$ cat src/hdl/mwse_pkg.sv
// mwse_pkg: shared types, constants and state encodings for the
// mask-weighted squared error block; no dependencies
`timescale 1ns / 1ps

package mwse_pkg;

  localparam int MAX_ROWS_DEF = 64;
  localparam int MAX_COLS_DEF = 64;

  localparam int SIZE_CFG_W = 7;
  localparam int FRAME_W    = 16;
  localparam int COORD_W    = 16;
  localparam int WORD_W     = 16;
  localparam int MADDR_W    = 12;
  localparam int COST_W     = 48;
  localparam int COUNT_W    = 16;
  localparam int CFG_IDX_W  = 2;
  localparam int CFG_DATA_W = 16;

  // signed numerator and unsigned denominator of the scaled index
  localparam int NUM_W = COORD_W + 3;
  localparam int DEN_W = COORD_W + 1;

  localparam int MUL_A_W = 2 * WORD_W;
  localparam int MUL_B_W = WORD_W;
  localparam int PROD_W  = MUL_A_W + MUL_B_W;

  localparam logic [COST_W-1:0]     COST_MAX        = '1;
  localparam logic [SIZE_CFG_W-1:0] MASK_ROWS_RST   = SIZE_CFG_W'(64);
  localparam logic [SIZE_CFG_W-1:0] MASK_COLS_RST   = SIZE_CFG_W'(64);
  localparam logic [FRAME_W-1:0]    FIRST_FRAME_RST = FRAME_W'(1);
  localparam logic [FRAME_W-1:0]    FINAL_FRAME_RST = FRAME_W'(65535);

  typedef enum logic [CFG_IDX_W-1:0] {
    CFG_MASK_ROWS,
    CFG_MASK_COLS,
    CFG_FIRST_FRAME,
    CFG_FINAL_FRAME
  } cfg_reg_t;

  typedef struct packed {
    logic               action;
    logic [MADDR_W-1:0] mask_address;
    logic [WORD_W-1:0]  value;
    logic               inside_req;
    logic [FRAME_W-1:0] frame;
    logic [COORD_W-1:0] centroid_row;
    logic [COORD_W-1:0] centroid_col;
    logic [COORD_W-1:0] box_center_x;
    logic [COORD_W-1:0] box_bottom_y;
    logic [COORD_W-1:0] box_width;
    logic [COORD_W-1:0] box_height;
    logic               last;
  } in_item_t;

  typedef struct packed {
    logic [COST_W-1:0]  total_cost;
    logic [COUNT_W-1:0] matched_count;
    logic               saturated;
  } out_item_t;

  typedef struct packed {
    logic busy;
    logic done;
  } unit_stat_t;

  typedef enum logic [3:0] {
    ST_IDLE,
    ST_COL_START,
    ST_COL_WAIT,
    ST_ROW_START,
    ST_ROW_WAIT,
    ST_ADDR,
    ST_READ,
    ST_DIFF,
    ST_MUL_DD,
    ST_MUL_W,
    ST_EMIT
  } top_state_t;

  typedef enum logic [2:0] {
    DV_IDLE,
    DV_SCALE,
    DV_CHECK,
    DV_RANGE,
    DV_STEP,
    DV_DONE
  } div_state_t;

endpackage

$ cat src/hdl/mwse_div.sv
// mwse_div: bit-serial scaled index unit, round(n*num/den) clamped to [1, n]
// minus one, one quotient bit per cycle; depends on mwse_pkg
`timescale 1ns / 1ps

module mwse_div import mwse_pkg::*; #(
  parameter int SIZE_W = 7
) (
  input  logic                    clk,
  input  logic                    rst,
  input  logic                    start,
  input  logic signed [NUM_W-1:0] num,
  input  logic [DEN_W-1:0]        den,
  input  logic [SIZE_W-1:0]       size,
  output logic [SIZE_W-1:0]       idx,
  output unit_stat_t              stat
);

  localparam int PW    = NUM_W - 1 + SIZE_W;
  localparam int DW    = PW + 2;
  localparam int VW    = DEN_W + 1;
  localparam int QW    = SIZE_W;
  localparam int CW    = (DW > VW + QW) ? DW : VW + QW;
  localparam int CNT_W = (QW > 1) ? $clog2(QW) : 1;

  div_state_t state, state_next;

  logic [NUM_W-2:0]  mag;
  logic [DEN_W-1:0]  den_r;
  logic [SIZE_W-1:0] size_r;
  logic [PW-1:0]     prod;
  logic [CW-1:0]     rem;
  logic [CW-1:0]     vshift;
  logic [QW-1:0]     q;
  logic [CNT_W-1:0]  cnt;
  logic              nonpos;
  logic              over;
  logic              fits;
  logic [SIZE_W-1:0] q_clamp;

  assign nonpos = num[NUM_W-1] || (num == '0);
  assign over   = rem >= (vshift << 1);
  assign fits   = rem >= vshift;

  always_ff @(posedge clk) begin
    if (rst) begin
      state <= DV_IDLE;
    end else begin
      state <= state_next;
    end
  end

  always_comb begin
    state_next = state;
    unique case (state)
      DV_IDLE: begin
        if (start) begin
          state_next = (nonpos || den == '0) ? DV_DONE : DV_SCALE;
        end
      end
      DV_SCALE: state_next = DV_CHECK;
      DV_CHECK: state_next = DV_RANGE;
      DV_RANGE: state_next = over ? DV_DONE : DV_STEP;
      DV_STEP: begin
        if (cnt == '0) begin
          state_next = DV_DONE;
        end
      end
      DV_DONE: state_next = DV_IDLE;
      default: state_next = DV_IDLE;
    endcase
  end

  always_ff @(posedge clk) begin
    case (state)
      DV_IDLE: begin
        if (start) begin
          mag    <= num[NUM_W-2:0];
          den_r  <= den;
          size_r <= size;
          q      <= nonpos ? '0 : QW'(size);
        end
      end
      DV_SCALE: prod <= PW'(mag) * PW'(size_r);
      DV_CHECK: begin
        rem    <= CW'({prod, 1'b0}) + CW'(den_r);
        vshift <= CW'({den_r, 1'b0}) << (QW - 1);
      end
      DV_RANGE: begin
        if (over) begin
          q <= QW'(size_r);
        end
        cnt <= CNT_W'(QW - 1);
      end
      DV_STEP: begin
        if (fits) begin
          rem <= rem - vshift;
        end
        q      <= QW'({q, fits});
        vshift <= vshift >> 1;
        cnt    <= cnt - 1'b1;
      end
      default: ;
    endcase
  end

  // clamp to [1, size], then make it zero based
  always_comb begin
    if (q == '0) begin
      q_clamp = SIZE_W'(1);
    end else if (q > QW'(size_r)) begin
      q_clamp = size_r;
    end else begin
      q_clamp = SIZE_W'(q);
    end
    idx = q_clamp - 1'b1;
  end

  assign stat.busy = (state != DV_IDLE);
  assign stat.done = (state == DV_DONE);

`ifndef SYNTHESIS
  a_idx_in_range: assert property (@(posedge clk) disable iff (rst)
    stat.done && size_r != '0 |-> idx < size_r)
    else $error("scaled index beyond mask size");
`endif

endmodule

$ cat config.mk
export PLATFORM = sky130hd
export DESIGN_NAME = mwse_div
export DESIGN_NICKNAME = d
export VERILOG_FILES = /design/src/hdl/mwse_pkg.sv /design/src/hdl/mwse_div.sv
export SDC_FILE = /design/constraint.sdc
export NUM_CORES = 1
export LEC_CHECK = 0
export ABC_AREA = 1
export CORE_MARGIN = 2
export CORE_UTILIZATION = 35
export CTS_CLUSTER_DIAMETER = 40
export DETAILED_ROUTE_END_ITERATION = 10
export DONT_BUFFER_PORTS = 1
export MAX_ROUTING_LAYER = met4
export REMOVE_ABC_BUFFERS = 1
export SYNTH_ARGS = -nofsm -noshare
export SYNTH_HDL_FRONTEND = slang
export SYNTH_SLANG_ARGS = --single-unit
$ cat constraint.sdc
create_clock -name clk -period 8.1 [get_ports clk]
set_input_delay 0.81 -clock clk [delete_from_list [all_inputs] [get_ports clk]]
set_output_delay 0.81 -clock clk [all_outputs]
set_load 0.005 [all_outputs]
==> impl_metrics.env <==
export IMPL_cts_hold_buf=0
export IMPL_critPathMaxFanout=20
export IMPL_fmax_mhz=208
export IMPL_nFillCells=3820
export IMPL_routabilityCongestion=0.968
export IMPL_worstPathCellList="nand2_1 > fa_1 > fa_1 > inv_1 > fa_1 > fa_1 > ha_1 > a21oi_1 > o21ai_1 > nor2_1 > inv_1 > nand3_1 > nand3_1 > xor2_1"
export IMPL_vias=10864
export IMPL_viasPerCell=5.03
export IMPL_synth_avg_cell_area_sq_um=7.77
export IMPL_path_delay_family="adder cells"
export IMPL_core_area_sq_um=36700
export IMPL_async_reset_ff_share_pct=0
export IMPL_cts_repair_resized=0
export IMPL_period_needed_ps=4810
export IMPL_drc=0
export IMPL_ys_top_cells_by_area="edfxtp_1, fa_1, nand2_1, ha_1, inv_1"
export IMPL_max_slew_margin_rel_pct=26.2
export IMPL_final_net_count=1922
export IMPL_clock_sinks=131
export IMPL_die_height_um=197
export IMPL_ios=55
export IMPL_syn_inst=1679
export IMPL_tns_ps=0
export IMPL_required_ps=8270
export IMPL_cts_setup_buffers=0
export IMPL_ant_nets=0
export IMPL_firstDrtPassIters=5
export IMPL_finalMaxSlewViolations=0
export IMPL_cp_start_kind="flip-flop"
export IMPL_fin_crit_sh_pct=59.4
export IMPL_synth_edf_count=128
export IMPL_die_area_sq_um=38800
export IMPL_grt_pass1_wl_um=58600
export IMPL_worst_ep_arrival_time_ps=4980
export IMPL_status="complete, no violations"
export IMPL_drive_gt1_share_pct=4.67
export IMPL_m1WireLength_um=16100
export IMPL_route_met2_wl_um=18500
export IMPL_synth_top_area_share_pct=29.5
export IMPL_h_tree_depth=4
export IMPL_cts_root_buf="clkbuf_16"
export IMPL_path_buf_inv=2
export IMPL_hold_violations=0
export IMPL_critPathMaxStageDelay_ps=830
export IMPL_hpwl_um=29800
export IMPL_area_growth_synth_to_final_pct=8.33
export IMPL_drtIter0Drc=778
export IMPL_port_buffers=0
export IMPL_grt_pass1_vias=11073
export IMPL_highest_layer="met4"
export IMPL_ys_warn_count=0
export IMPL_cp_slowest_cell="edfxtp_1"
export IMPL_wl_met3_um=1190
export IMPL_critPathMostFrequentCell="fa_1"
export IMPL_cts_path_max_buffers=2
export IMPL_crit_type="flip-flop to flip-flop"
export IMPL_dominantRegCellSynth="edfxtp_1"
export IMPL_synth_cell_type_count=45
export IMPL_antenna_found_initial=0
export IMPL_ys_seq_elements=131
export IMPL_cp_end_kind="flip-flop"
export IMPL_rsz0062_at_grt="false"
export IMPL_start_util_pct=35.6
export IMPL_ys_seq_area_share_pct=29.9
export IMPL_grt_use_total_pct=20.0
export IMPL_cts_tree="built"
export IMPL_hold_class="primary input to flip-flop"
export IMPL_wirelength_um=36700
export IMPL_finalSetupViolations=0
export IMPL_die_w_um=197
export IMPL_cts_buffers=17
export IMPL_row_count=70
export IMPL_skew_ps=11.9
export IMPL_max_cap_violations=0
export IMPL_yosys_area_top_type="edfxtp_1"
export IMPL_path_clk_slew_ps=70
export IMPL_wl_per_cell_um=17.0
export IMPL_grt_max_degree=70
export IMPL_worst_pin_slew_ps=1100
export IMPL_clk_insertion_delay_late_ps=430
export IMPL_whs_ps=438
export IMPL_synth_area_sq_um=13000
export IMPL_num_antenna_cells=0
export IMPL_grt_overflow=0
-- cells in the final DEF, fill, tap and decap left out, drive strengths merged --
cell	count
a21boi	4
or2	1
o21ai	98
xor2	24
nor4	9
nor2	133
a31o	1
bufinv	1
o221ai	6
dfxtp	3
clkbuf	18
xnor2	11
o22ai	1
nand3b	4
o211ai	2
edfxtp	128
nand2	429
a31oi	4
o31ai	2
clkinv	9
clkinvlp	1
ha	117
o21a	1
fa	81
nor3	18
nand3	92
o21bai	7
buf	5
a21oi	108
a21o	7
nand4	35
inv	331
-- cell families after synthesis --
family | after synthesis | share of synthesized area (%)
buffers and inverters | 353 | 10.3
adders and majority gates | 198 | 23.6
and+or+nand+nor | 721 | 23.6
DFF | 131 | 29.9
AOI/OAI and AO/OA | 241 | 10.2
xor gates and xnor gates | 35 | 2.35
-- per-layer routing --
| metal | track usage (%) | vias to the layer above |
|---|---|---|
| li1 | - | 5447 |
| met1 | 24.6 | 5160 |
| met2 | 35.0 | 215 |
| met3 | 2.25 | 42 |
| met4 | 5.79 | 0 |
| met5 | - | - |
-- area by class of cell --
class	count	area [sq um]	share of cell area (%)
multi-input combinational	1195	7820	55.3
sequential	131	3900	27.6
inverter	328	1230	8.71
tap	468	586	4.14
clock buffer	18	429	3.04
clock inverter	14	131	0.929
timing repair buffer	5	37.5	0.266
-- worst register-to-register path: cells and delay by family, from the launching register on --
kind                       cells  cell delay [ps]
buffers and inverters          2              160
and+or+nand+nor                4              610
adders and majority gates      5             2430
AOI/OAI and AO/OA              2              340
DFF                            1              830
xor gates and xnor gates       1              160
-- state kept, by name (all words and copies together), names as in the netlist --
signal / count
rem: 27
prod: 25
vshift: 24
mag: 18
den_r: 17
q: 7
size_r: 7
cnt: 3
state: 3
-- cells in the mapped netlist (6+ instances only) --
library cell	count
nand2_1	414
inv_1	324
edfxtp_1	128
nor2_1	127
ha_1	117
a21oi_1	106
nand3_1	89
o21ai_0	84
fa_1	81
nand4_1	34
xor2_1	24
nor3_1	17
nand2_2	13
xnor2_1	11
clkbuf_1	10
buf_2	9
nor4_1	8
o21ai_1	8
a21o_1	7
o21bai_1	7
o21ai_2	6
o221ai_1	6
-- final timing paths --
check	startpoint	end	slack (ps)	cells past startpoint
max	size_r[6]$_DFFE_PP_	prod[23]$_DFFE_PP_	3290	14
max reg2reg	size_r[6]$_DFFE_PP_	prod[23]$_DFFE_PP_	3290	14
min	rst	state[1]$_SDFFE_PP0P_	440	1
min reg2reg	state[0]$_SDFFE_PP0P_	state[0]$_SDFFE_PP0P_	540	3
-- through the flow --
step / util, % / std cells / setup WS [ps] / area [sq um]
3_5_place_dp: 37.0 / 2127 / 3320 / 13600
6_report: 38.5 / 2159 / 3290 / 14100
4_1_cts: 38.5 / 2159 / 3280 / 14100
3_3_place_gp: 37.0 / 2127 / 3310 / 13600
5_1_grt: 38.5 / 2159 / 2930 / 14100
2_1_floorplan: - / 1654 / 3850 / 12900
Power is not shown: default switching activity piles up to over one toggle a cycle in this logic, so the estimate is an artifact.
