File: config.mk
export PLATFORM = sky130hd
export DESIGN_NAME = mwse_mul
export DESIGN_NICKNAME = d
export VERILOG_FILES = /design/src/hdl/mwse_pkg.sv /design/src/hdl/mwse_mul.sv
export SDC_FILE = /design/constraint.sdc
export NUM_CORES = 1
export LEC_CHECK = 0
export ABC_CLOCK_PERIOD_IN_PS = 3200
export BUFFER_PORTS_ARGS = -buffer_cell sky130_fd_sc_hd__buf_2
export CAP_MARGIN = 20
export CELL_PAD_IN_SITES_DETAIL_PLACEMENT = 1
export CELL_PAD_IN_SITES_GLOBAL_PLACEMENT = 1
export CORE_MARGIN = 4
export CORE_UTILIZATION = 45
export CTS_BUF_LIST = sky130_fd_sc_hd__clkbuf_2
export DETAILED_ROUTE_END_ITERATION = 6
export GPL_TIMING_DRIVEN = 0
export PLACE_DENSITY_LB_ADDON = 0.08
export SLEW_MARGIN = 20
export SYNTH_ARGS = -nofsm -noshare
export SYNTH_HDL_FRONTEND = slang
export SYNTH_SLANG_ARGS = --single-unit
File: constraint.sdc
create_clock -name clk -period 3.2 [get_ports clk]
set_input_delay 0.32 -clock clk [delete_from_list [all_inputs] [get_ports clk]]
set_output_delay 0.32 -clock clk [all_outputs]
set_load 0.02 [all_outputs]
File: src/hdl/mwse_pkg.sv
// mwse_pkg: shared types, constants and state encodings for the
// mask-weighted squared error block; no dependencies
`timescale 1ns / 1ps

package mwse_pkg;

  localparam int MAX_ROWS_DEF = 64;
  localparam int MAX_COLS_DEF = 64;

  localparam int SIZE_CFG_W = 7;
  localparam int FRAME_W    = 16;
  localparam int COORD_W    = 16;
  localparam int WORD_W     = 16;
  localparam int MADDR_W    = 12;
  localparam int COST_W     = 48;
  localparam int COUNT_W    = 16;
  localparam int CFG_IDX_W  = 2;
  localparam int CFG_DATA_W = 16;

  // signed numerator and unsigned denominator of the scaled index
  localparam int NUM_W = COORD_W + 3;
  localparam int DEN_W = COORD_W + 1;

  localparam int MUL_A_W = 2 * WORD_W;
  localparam int MUL_B_W = WORD_W;
  localparam int PROD_W  = MUL_A_W + MUL_B_W;

  localparam logic [COST_W-1:0]     COST_MAX        = '1;
  localparam logic [SIZE_CFG_W-1:0] MASK_ROWS_RST   = SIZE_CFG_W'(64);
  localparam logic [SIZE_CFG_W-1:0] MASK_COLS_RST   = SIZE_CFG_W'(64);
  localparam logic [FRAME_W-1:0]    FIRST_FRAME_RST = FRAME_W'(1);
  localparam logic [FRAME_W-1:0]    FINAL_FRAME_RST = FRAME_W'(65535);

  typedef enum logic [CFG_IDX_W-1:0] {
    CFG_MASK_ROWS,
    CFG_MASK_COLS,
    CFG_FIRST_FRAME,
    CFG_FINAL_FRAME
  } cfg_reg_t;

  typedef struct packed {
    logic               action;
    logic [MADDR_W-1:0] mask_address;
    logic [WORD_W-1:0]  value;
    logic               inside_req;
    logic [FRAME_W-1:0] frame;
    logic [COORD_W-1:0] centroid_row;
    logic [COORD_W-1:0] centroid_col;
    logic [COORD_W-1:0] box_center_x;
    logic [COORD_W-1:0] box_bottom_y;
    logic [COORD_W-1:0] box_width;
    logic [COORD_W-1:0] box_height;
    logic               last;
  } in_item_t;

  typedef struct packed {
    logic [COST_W-1:0]  total_cost;
    logic [COUNT_W-1:0] matched_count;
    logic               saturated;
  } out_item_t;

  typedef struct packed {
    logic busy;
    logic done;
  } unit_stat_t;

  typedef enum logic [3:0] {
    ST_IDLE,
    ST_COL_START,
    ST_COL_WAIT,
    ST_ROW_START,
    ST_ROW_WAIT,
    ST_ADDR,
    ST_READ,
    ST_DIFF,
    ST_MUL_DD,
    ST_MUL_W,
    ST_EMIT
  } top_state_t;

  typedef enum logic [2:0] {
    DV_IDLE,
    DV_SCALE,
    DV_CHECK,
    DV_RANGE,
    DV_STEP,
    DV_DONE
  } div_state_t;

endpackage

File: src/hdl/mwse_mul.sv
// mwse_mul: bit-serial shift-add multiplier, one multiplier bit per cycle
// depends on mwse_pkg for the status struct and the default widths
`timescale 1ns / 1ps

module mwse_mul import mwse_pkg::*; #(
  parameter int A_W = MUL_A_W,
  parameter int B_W = MUL_B_W
) (
  input  logic             clk,
  input  logic             rst,
  input  logic             start,
  input  logic [A_W-1:0]   a,
  input  logic [B_W-1:0]   b,
  output logic [A_W+B_W-1:0] product,
  output unit_stat_t       stat
);

  localparam int P_W   = A_W + B_W;
  localparam int CNT_W = (B_W > 1) ? $clog2(B_W) : 1;

  logic [A_W-1:0]   a_reg;
  logic [P_W-1:0]   p;
  logic [CNT_W-1:0] cnt;
  logic             busy;
  logic             done;
  logic [A_W:0]     sum;

  assign sum = {1'b0, p[P_W-1:B_W]} + ((p[0]) ? {1'b0, a_reg} : '0);

  always_ff @(posedge clk) begin
    if (rst) begin
      busy <= 1'b0;
      done <= 1'b0;
      cnt  <= '0;
    end else begin
      done <= 1'b0;
      if (start && !busy) begin
        busy <= 1'b1;
        cnt  <= CNT_W'(B_W - 1);
      end else if (busy) begin
        if (cnt == '0) begin
          busy <= 1'b0;
          done <= 1'b1;
        end else begin
          cnt <= cnt - 1'b1;
        end
      end
    end
  end

  always_ff @(posedge clk) begin
    if (start && !busy) begin
      a_reg <= a;
      p     <= {{A_W{1'b0}}, b};
    end else if (busy) begin
      p <= P_W'({sum, p[B_W-1:0]} >> 1);
    end
  end

  assign product   = p;
  assign stat.busy = busy;
  assign stat.done = done;

endmodule

==> impl.org, run 1 <==
** Run status
- The run finished with clean final reports.

** Clocking
- The clock passes through at most 2 buffers.
- After clock tree synthesis, the clock-pin slew on the worst setup and hold paths is 0.29 ns.
- Worst-Skew Late Latency :: 0.64 ns
- TritonCTS built the clock tree.
- Htree depth :: 3
- Master cell of the clock root buffer :: clkbuf_2
- Num CTS Buffers :: 9
- Num Clock Sinks :: 86

** Timing
- The smallest clock period supported by the final layout is computed as 3.19 ns.
- Setup repair after global routing missed its margin :: true
- Measured against its own limit, the worst slew margin works out to 0.553.
- Least-Margin Pin Slew :: 0.669 ns
- Number of hold violations in the final report :: 0
- Count of pins over their slew limit :: 0
- Timing would allow up to 313 MHz.
- Setup total negative slack :: 0 ns
- Setup-violating endpoint count in the final report :: 0
- In the finished design, the share of the clock period the worst path needs comes to 0.997.
- Clk_skew :: 0.0561 ns

** Logic synthesis
- Counting flops and latches in the post-synthesis netlist gives 86.
- For this run, the leading register cell type out of synthesis is edfxtp_1.
- Sequential area share after synthesis :: 0.427
- Synth unique cells :: 70
- Number of nets produced by synthesis :: 581
- Avg Inst Size Synth :: 10.4 um^2
- In this run, synthesis inferred 48 flip-flops with an integrated enable.
- The mapped netlist covers 5150 um^2.
- For this run, the number of Yosys warnings is 0.
- Synthesis handed over a netlist of 496 instances.
- After synthesis, the share of flip-flops with an asynchronous set or reset is 0.

** Flow run
- Max-cap violations :: 0

** Worst hold path
- Path category of the worst min-delay check :: primary input to register
- Cell depth of the worst hold path :: 3

** Placement
- DPL Wire Length :: 10.2 mm
- Routability-driven placement finished with a final weighted congestion of 0.857.
- Buffers placed on the I/O ports in this run total 100.
- Placed standard-cell area :: 5860 um^2

** Detailed routing
- Using the TritonRoute via totals, the vias-per-cell ratio works out to 5.61.
- For this run, design rule violations remaining after detail routing come to 0.
- The first routing iteration left 124 violations.
- The routed layout has 4,535 vias.
- Number of detailed-route iterations in the first pass :: 4
- For this block, the routed nets add up to 15.8 mm of wire.
- WL per Instance :: 19.6 um
- Number of nets still failing antenna checks after routing :: 0

** GRT
- Via count of the first global-routing pass :: 4,679
- The total overflow left after global routing is 0.
- The number of antenna violations at the first check in global routing was 1.
- Global-route wire length before repair :: 24.7 mm
- The layer flagged by global routing as most heavily used is met2.
- Pin count of the biggest net entering global routing :: 22
- In the global route stage, met1 resource usage came out at 0.304.
- Global Route Usage Sum :: 0.238
- For this run, global-route usage on met2 was measured as 0.398.
- In the global route stage, met3 resource usage came out at 0.0458.

** Critical path
- Along the worst path, the maximum fanout reaches 8.
- Req. time, crit path :: 3.73 ns
- STA puts the critical path data arrival time at 3.73 ns.
- The slowest stage of the critical path belongs to the cell edfxtp_1.
- The worst setup path is launched from a register.
- Measured in cells, the most critical reg-to-reg path has a length of 13.
- Cells traversed along the worst timing path :: buf_6 -> buf_4 -> and2_1 -> ha_1 -> buf_2 -> and3_2 -> nand3_4 -> inv_1 -> a221oi_2 -> o22a_1 -> o31ai_1 -> nand4b_1 -> o211ai_1
- Category of the worst setup path capture point :: register
- The worst setup path is of the register to register kind.
- The largest single stage delay on the critical path is 0.58 ns.

** Pwr
- For this design the ratio of total power to cell area is 597 nW/um^2.
- Total power :: 3.98 mW
- Peak ir drop on the vdd network :: 341 uV
- For this design the static power due to leakage is 2.88 nW.

** Finish
- After the last flow step, the layout net total stands at 747.
- The register with the most flip-flops in the layout has 48 of them.
- Layout-stage area growth over the synthesis result :: 29.5%
- Once layout is done, the placed cells without fillers occupy 6670 um^2.
- Leaving out fill and tap cells, the most frequent cells in the layout are buf_2, dlygate4sd3_1, edfxtp_1.
- Share of post-route cells with drive strength above 1 :: 0.300
- Leaving out fill and tap cells, the most frequent cell in the layout is buf_2.

** Floorplanning
- Initial Util :: 0.467
- Die footprint :: 13,200 um^2
- Row generation in the floorplan step produced 38 rows.
- In this run the count of I/O pins placed on the die edge is 101.
- The region available for standard cell placement spans 11,000 um^2.
- The die is 115 um wide.
- Vert. Die Dim :: 115 um
through the flow:
stage,cells,hold WS [ns],setup slack [ns],util
after floorplan,496,0.389,0.168,-
after global placement,736,0.452,-0.267,0.528
after detailed placement,737,0.479,-0.340,0.531
after CTS,803,0.00427,0.00572,0.587
after global routing,808,0.0685,-0.0897,0.605
final,809,0.0269,0.00893,0.605
path summary, 6_finish.rpt:
kind               startpoint     endpoint  slack, ns
hold reg to reg   product[39]  product[39]       0.50
hold / removal          start       cnt[1]       0.03
setup reg to reg   product[0]  product[44]      0.009
setup / recovery   product[0]  product[44]      0.009
worst max-delay path, delay by kind of cell, from the launching register on:
family / cells / cell delay, ns
AOI/OAI and AO/OA: 4 / 0.96
and+or+nand+nor: 4 / 0.68
buffers and inverters: 4 / 0.60
DFF: 1 / 0.58
adders and majority gates: 1 / 0.26
final cells by class:
cell class,instances,area (um^2)
inverters,13,48.8
clock buffers,10,50.0
well taps,140,175
fillers,1220,4360
flip-flops and latches,86,2200
plain buffers,25,220
clock inverters,6,47.5
multi-input cells,367,2830
diodes,2,5.00
repair buffers,160,1090
power by group:
part	switching, mW	internal (mW)
clock network	0.438	0.109
logic	1.06	0.845
registers	0.160	1.37
metal layers:
layer | vias up | wire length (um)
li1 | 2179 | -
met1 | 2210 | 6750
met2 | 117 | 7920
met3 | 29 | 760
met4 | 0 | 408
met5 | - | 0
cell usage after synthesis, types with 11 or more instances:
master,instances,share of area
a21o_1,15,0.022
a21oi_1,28,0.027
and2_1,33,0.040
clkbuf_1,13,0.0095
dfxtp_1,38,0.15
edfxtp_1,48,0.28
ha_1,33,0.080
inv_1,13,0.0095
mux2_2,18,0.039
nand2_1,41,0.030
nand2b_1,11,0.013
nor2_1,17,0.012
o21ai_0,22,0.021
xnor2_1,16,0.027
repair_timing:
item | CTS | global route
pin swaps | 2 | 19
setup endpoints to repair | 10 | 16
resized for setup | 7 | 28
setup buffers | 2 | 7
hold endpoints to repair | 53 | 1
gates cloned | 0 | 1
hold buffers | 48 | 1
kinds of logic after synthesis:
group / synth area share
and+or+nand+nor: 0.153
AOI/OAI and AO/OA: 0.197
DFF: 0.427
buffers and inverters: 0.0546
adders and majority gates: 0.0840
xor gates and xnor gates: 0.0408
muxes: 0.0432
No activity file was read; power rests on OpenSTA's default activity.
==> run 2, diff against run 1 <==
--- a/config.mk
+++ b/config.mk
@@ -5,13 +5,14 @@
 export SDC_FILE = /design/constraint.sdc
 export NUM_CORES = 1
 export LEC_CHECK = 0
+export ABC_AREA = 1
 export ABC_CLOCK_PERIOD_IN_PS = 3200
 export BUFFER_PORTS_ARGS = -buffer_cell sky130_fd_sc_hd__buf_2
 export CAP_MARGIN = 20
 export CELL_PAD_IN_SITES_DETAIL_PLACEMENT = 1
 export CELL_PAD_IN_SITES_GLOBAL_PLACEMENT = 1
 export CORE_MARGIN = 4
-export CORE_UTILIZATION = 45
+export CORE_UTILIZATION = 41
 export CTS_BUF_LIST = sky130_fd_sc_hd__clkbuf_2
 export DETAILED_ROUTE_END_ITERATION = 6
 export GPL_TIMING_DRIVEN = 0
==> impl.org, run 2 <==
** Timing
- Number of hold violations in the final report :: 0
- In the final timing run, aggregate negative setup slack is 0 ns.
- Based on the critical path, the design can be clocked at up to 354 MHz.
- Hold WS :: 0.334 ns
- Setup repair after global routing missed its margin :: false
- Setup-violating endpoint count in the final report :: 0
- The total count of max-transition violations in the final report was 0.
- In this run the tightest slew margin relative to its limit is 0.501.
- The clock arrives with 0.0628 ns of skew.
- Least-Margin Pin Slew :: 0.748 ns
- Min Tclk post-route :: 2.83 ns
- In the finished design, the share of the clock period the worst path needs comes to 0.883.

** Logic synthesis
- Synthesis-stage register bit count :: 86
- The commonest cells after synthesis are nand2_1, inv_1, edfxtp_1, nor2_1, nand3_1.
- Synthesized netlist cell count :: 831
- For this run, the number of Yosys warnings is 0.
- Synth area leaders :: edfxtp_1, nand2_1, dfxtp_1
- The most used flip-flop cell after synthesis is edfxtp_1.
- Counting every net in the synthesized netlist gives 916.
- Library cell with the largest summed area after synthesis :: edfxtp_1
- Number of synthesized flops with an enable pin :: 48
- Avg Inst Size Synth :: 6.74 um^2
- Of the synthesized area, sequential elements account for 0.393.
- Synth unique cells :: 33
- Cell with the most instances after synthesis :: nand2_1
- Share of the synthesized area in the top cell type :: 0.257
- The cell area that synthesis handed to floorplanning was 5600 um^2.
- Proportion of synthesized flip-flops having asynchronous set or reset :: 0

** Detailed routing
- Summed over all layers, the routed wires come to 18.2 mm.
- Number of detailed-route iterations in the first pass :: 4
- The routed layout has 5,752 vias.
- WL per Instance :: 15.5 um
- Number of nets still failing antenna checks after routing :: 0
- In the routed layout, each cell is associated on average with a via count of 4.90.
- For this run, design rule violations remaining after detail routing come to 0.
- 1st-iter DRT viols :: 218

** Pwr
- Power spread over the standard cell area amounts to 481 nW/um^2.
- VDD sags by at most 336 uV.
- For this design the static power due to leakage is 3.98 nW.

** Clocking
- The later pin in the worst-skew pair is clocked with a latency of 0.66 ns.
- TritonCTS clock tree :: built
- The cell sitting at the root of the clock tree is a clkbuf_2.
- Htree depth :: 3
- Clock-pin slew was measured on the worst setup and hold paths at 0.33 ns.
- Counting along the longest clock path gives a buffer depth of 2.
- Num CTS Buffers :: 9
- The clock drives 86 sinks.
- Post-CTS setup-driven buffer insertion count :: 0

** Critical path
- Req. time, crit path :: 3.83 ns
- Capture instance of the worst register-to-register path :: product[39]
- Worst reg2reg path depth :: 14
- In this run the critical register-to-register path is launched from product[0].
- Worst setup path class :: register to register
- Critical Path Fanout Max :: 10
- Crit path launch type :: register
- For the worst setup path, the data arrival time is 3.46 ns.
- Category of the worst setup path capture point :: register
- Slack of the worst reg-to-reg path :: 0.37 ns

** Placement
- Placed cells :: 1,108
- During placement, the flow inserted port buffers numbering 100.
- Routability-driven placement finished with a final weighted congestion of 0.893.
- The wire-length estimate of the detail-placed layout is 13.6 mm.

** Floorplanning
- Die footprint :: 15,600 um^2
- The floorplan step set the die height to 125 um.
- Std-Cell Rows :: 42
- The total area inside the core boundary comes to 13,300 um^2.
- Count of boundary I/O pins :: 101
- Initial Util :: 0.421
- Die Width :: 125 um

** Finish
- Final cell count without fillers :: 1,175
- Number of nets in the layout :: 1,078
- Number of flip-flops in the largest register :: 48
- Commonest non-fill, non-tap cell in the layout :: nand2_1
- The area growth from synthesis to layout is 24.7%.
- Leading cell types in the layout, fill and taps excluded :: nand2_1, inv_1, buf_2
- Share of post-route cells with drive strength above 1 :: 0.153
- Core occupancy in the finished layout :: 0.526

** GRT
- The number of antenna violations at the first check in global routing was 1.
- The via count of the first global-routing pass was 6,155.
- Global Route Usage Sum :: 0.237
- Pin count of the biggest net entering global routing :: 25
- The first global-routing pass estimated 30.1 mm of wire.
- Global routing finished with a remaining overflow of 0.

** Worst hold path
- Cell depth of the worst hold path :: 2
- Hold endpoint :: a_reg[2]
- The path class of the tightest hold or removal check is primary input to register.
- The startpoint identified for the worst hold timing path is a[2].

** Flow run
- Max-cap violations :: 0

** Run status
- The run finished with clean final reports.
==> run 2: how the worst max path moves through the flow <==
stage | from | endpoint | slack (ns) | cells past startpoint
2_1_floorplan | product[0] | product[43] | 0.91 | 13
3_3_place_gp | start | a_reg[17] | 0.27 | 4
3_5_place_dp | product[0] | product[39] | 0.40 | 13
4_1_cts | product[0] | product[39] | 0.37 | 14
5_1_grt | product[0] | product[39] | 0.06 | 14
6_report | product[0] | product[39] | 0.37 | 14
==> run 2: kinds of logic (layout without fill, tap and decap cells) <==
kind of cell,after synthesis,count (layout),synth area share
buf+inv,163,330,0.111
fa+ha+maj,34,34,0.0773
xor+xnor,2,2,0.00313
simple gates,486,486,0.358
compound gates,60,60,0.0578
flops,86,86,0.393
other cells,0,1,0
==> run 2: critical path, cell delays in order, from the launching register on <==
cell	delay [ns]
edfxtp_1	0.57
clkbuf_1	0.30
nand2_1	0.12
inv_1	0.05
ha_1	0.22
fa_1	0.46
nand3_1	0.12
nand3_1	0.18
nand2_1	0.11
nand3_1	0.16
nand2_1	0.13
nand3_1	0.09
nand2_1	0.07
nand3_1	0.14
nand2_1	0.10
==> run 2: cell type report <==
cell class / instances / area, um^2
fillers: 1784 / 6310
clock buffers: 9 / 45.0
clock inverters: 7 / 86.3
inverters: 150 / 563
well taps: 176 / 220
diodes: 1 / 2.50
repair buffers: 151 / 1030
flip-flops and latches: 86 / 2200
multi-input cells: 582 / 2780
plain buffers: 13 / 61.3
==> run 2: per-layer routing <==
metal,wire length (um),track usage,vias up
li1,-,-,2890
met1,8010,0.292,2719
met2,9100,0.419,107
met3,558,0.0356,36
met4,493,0.0899,0
met5,0,0,-
==> run 2: report_power, final <==
| group | switching [mW] | total [mW] | internal [mW] |
|---|---|---|---|
| logic | 0.843 | 1.28 | 0.437 |
| clock network | 0.499 | 0.638 | 0.139 |
| registers | 0.106 | 1.44 | 1.33 |
| total | 1.45 | 3.36 | 1.91 |
==> run 2: per-stage QoR <==
step / setup slack, ns / power (mW) / instance area [um^2]
after floorplan: 0.914 / 2.28 / 5600
after global placement: 0.270 / 2.64 / 6320
after detailed placement: 0.397 / 2.69 / 6350
after CTS: 0.370 / 3.38 / 6980
after global routing: 0.0617 / 3.61 / 6990
final: 0.374 / 3.36 / 6990
==> run 2: timing repair <==
item                                   CTS  global route
hold buffers                            50             0
endpoints found under the hold margin   55             0
resized for setup                        0             0
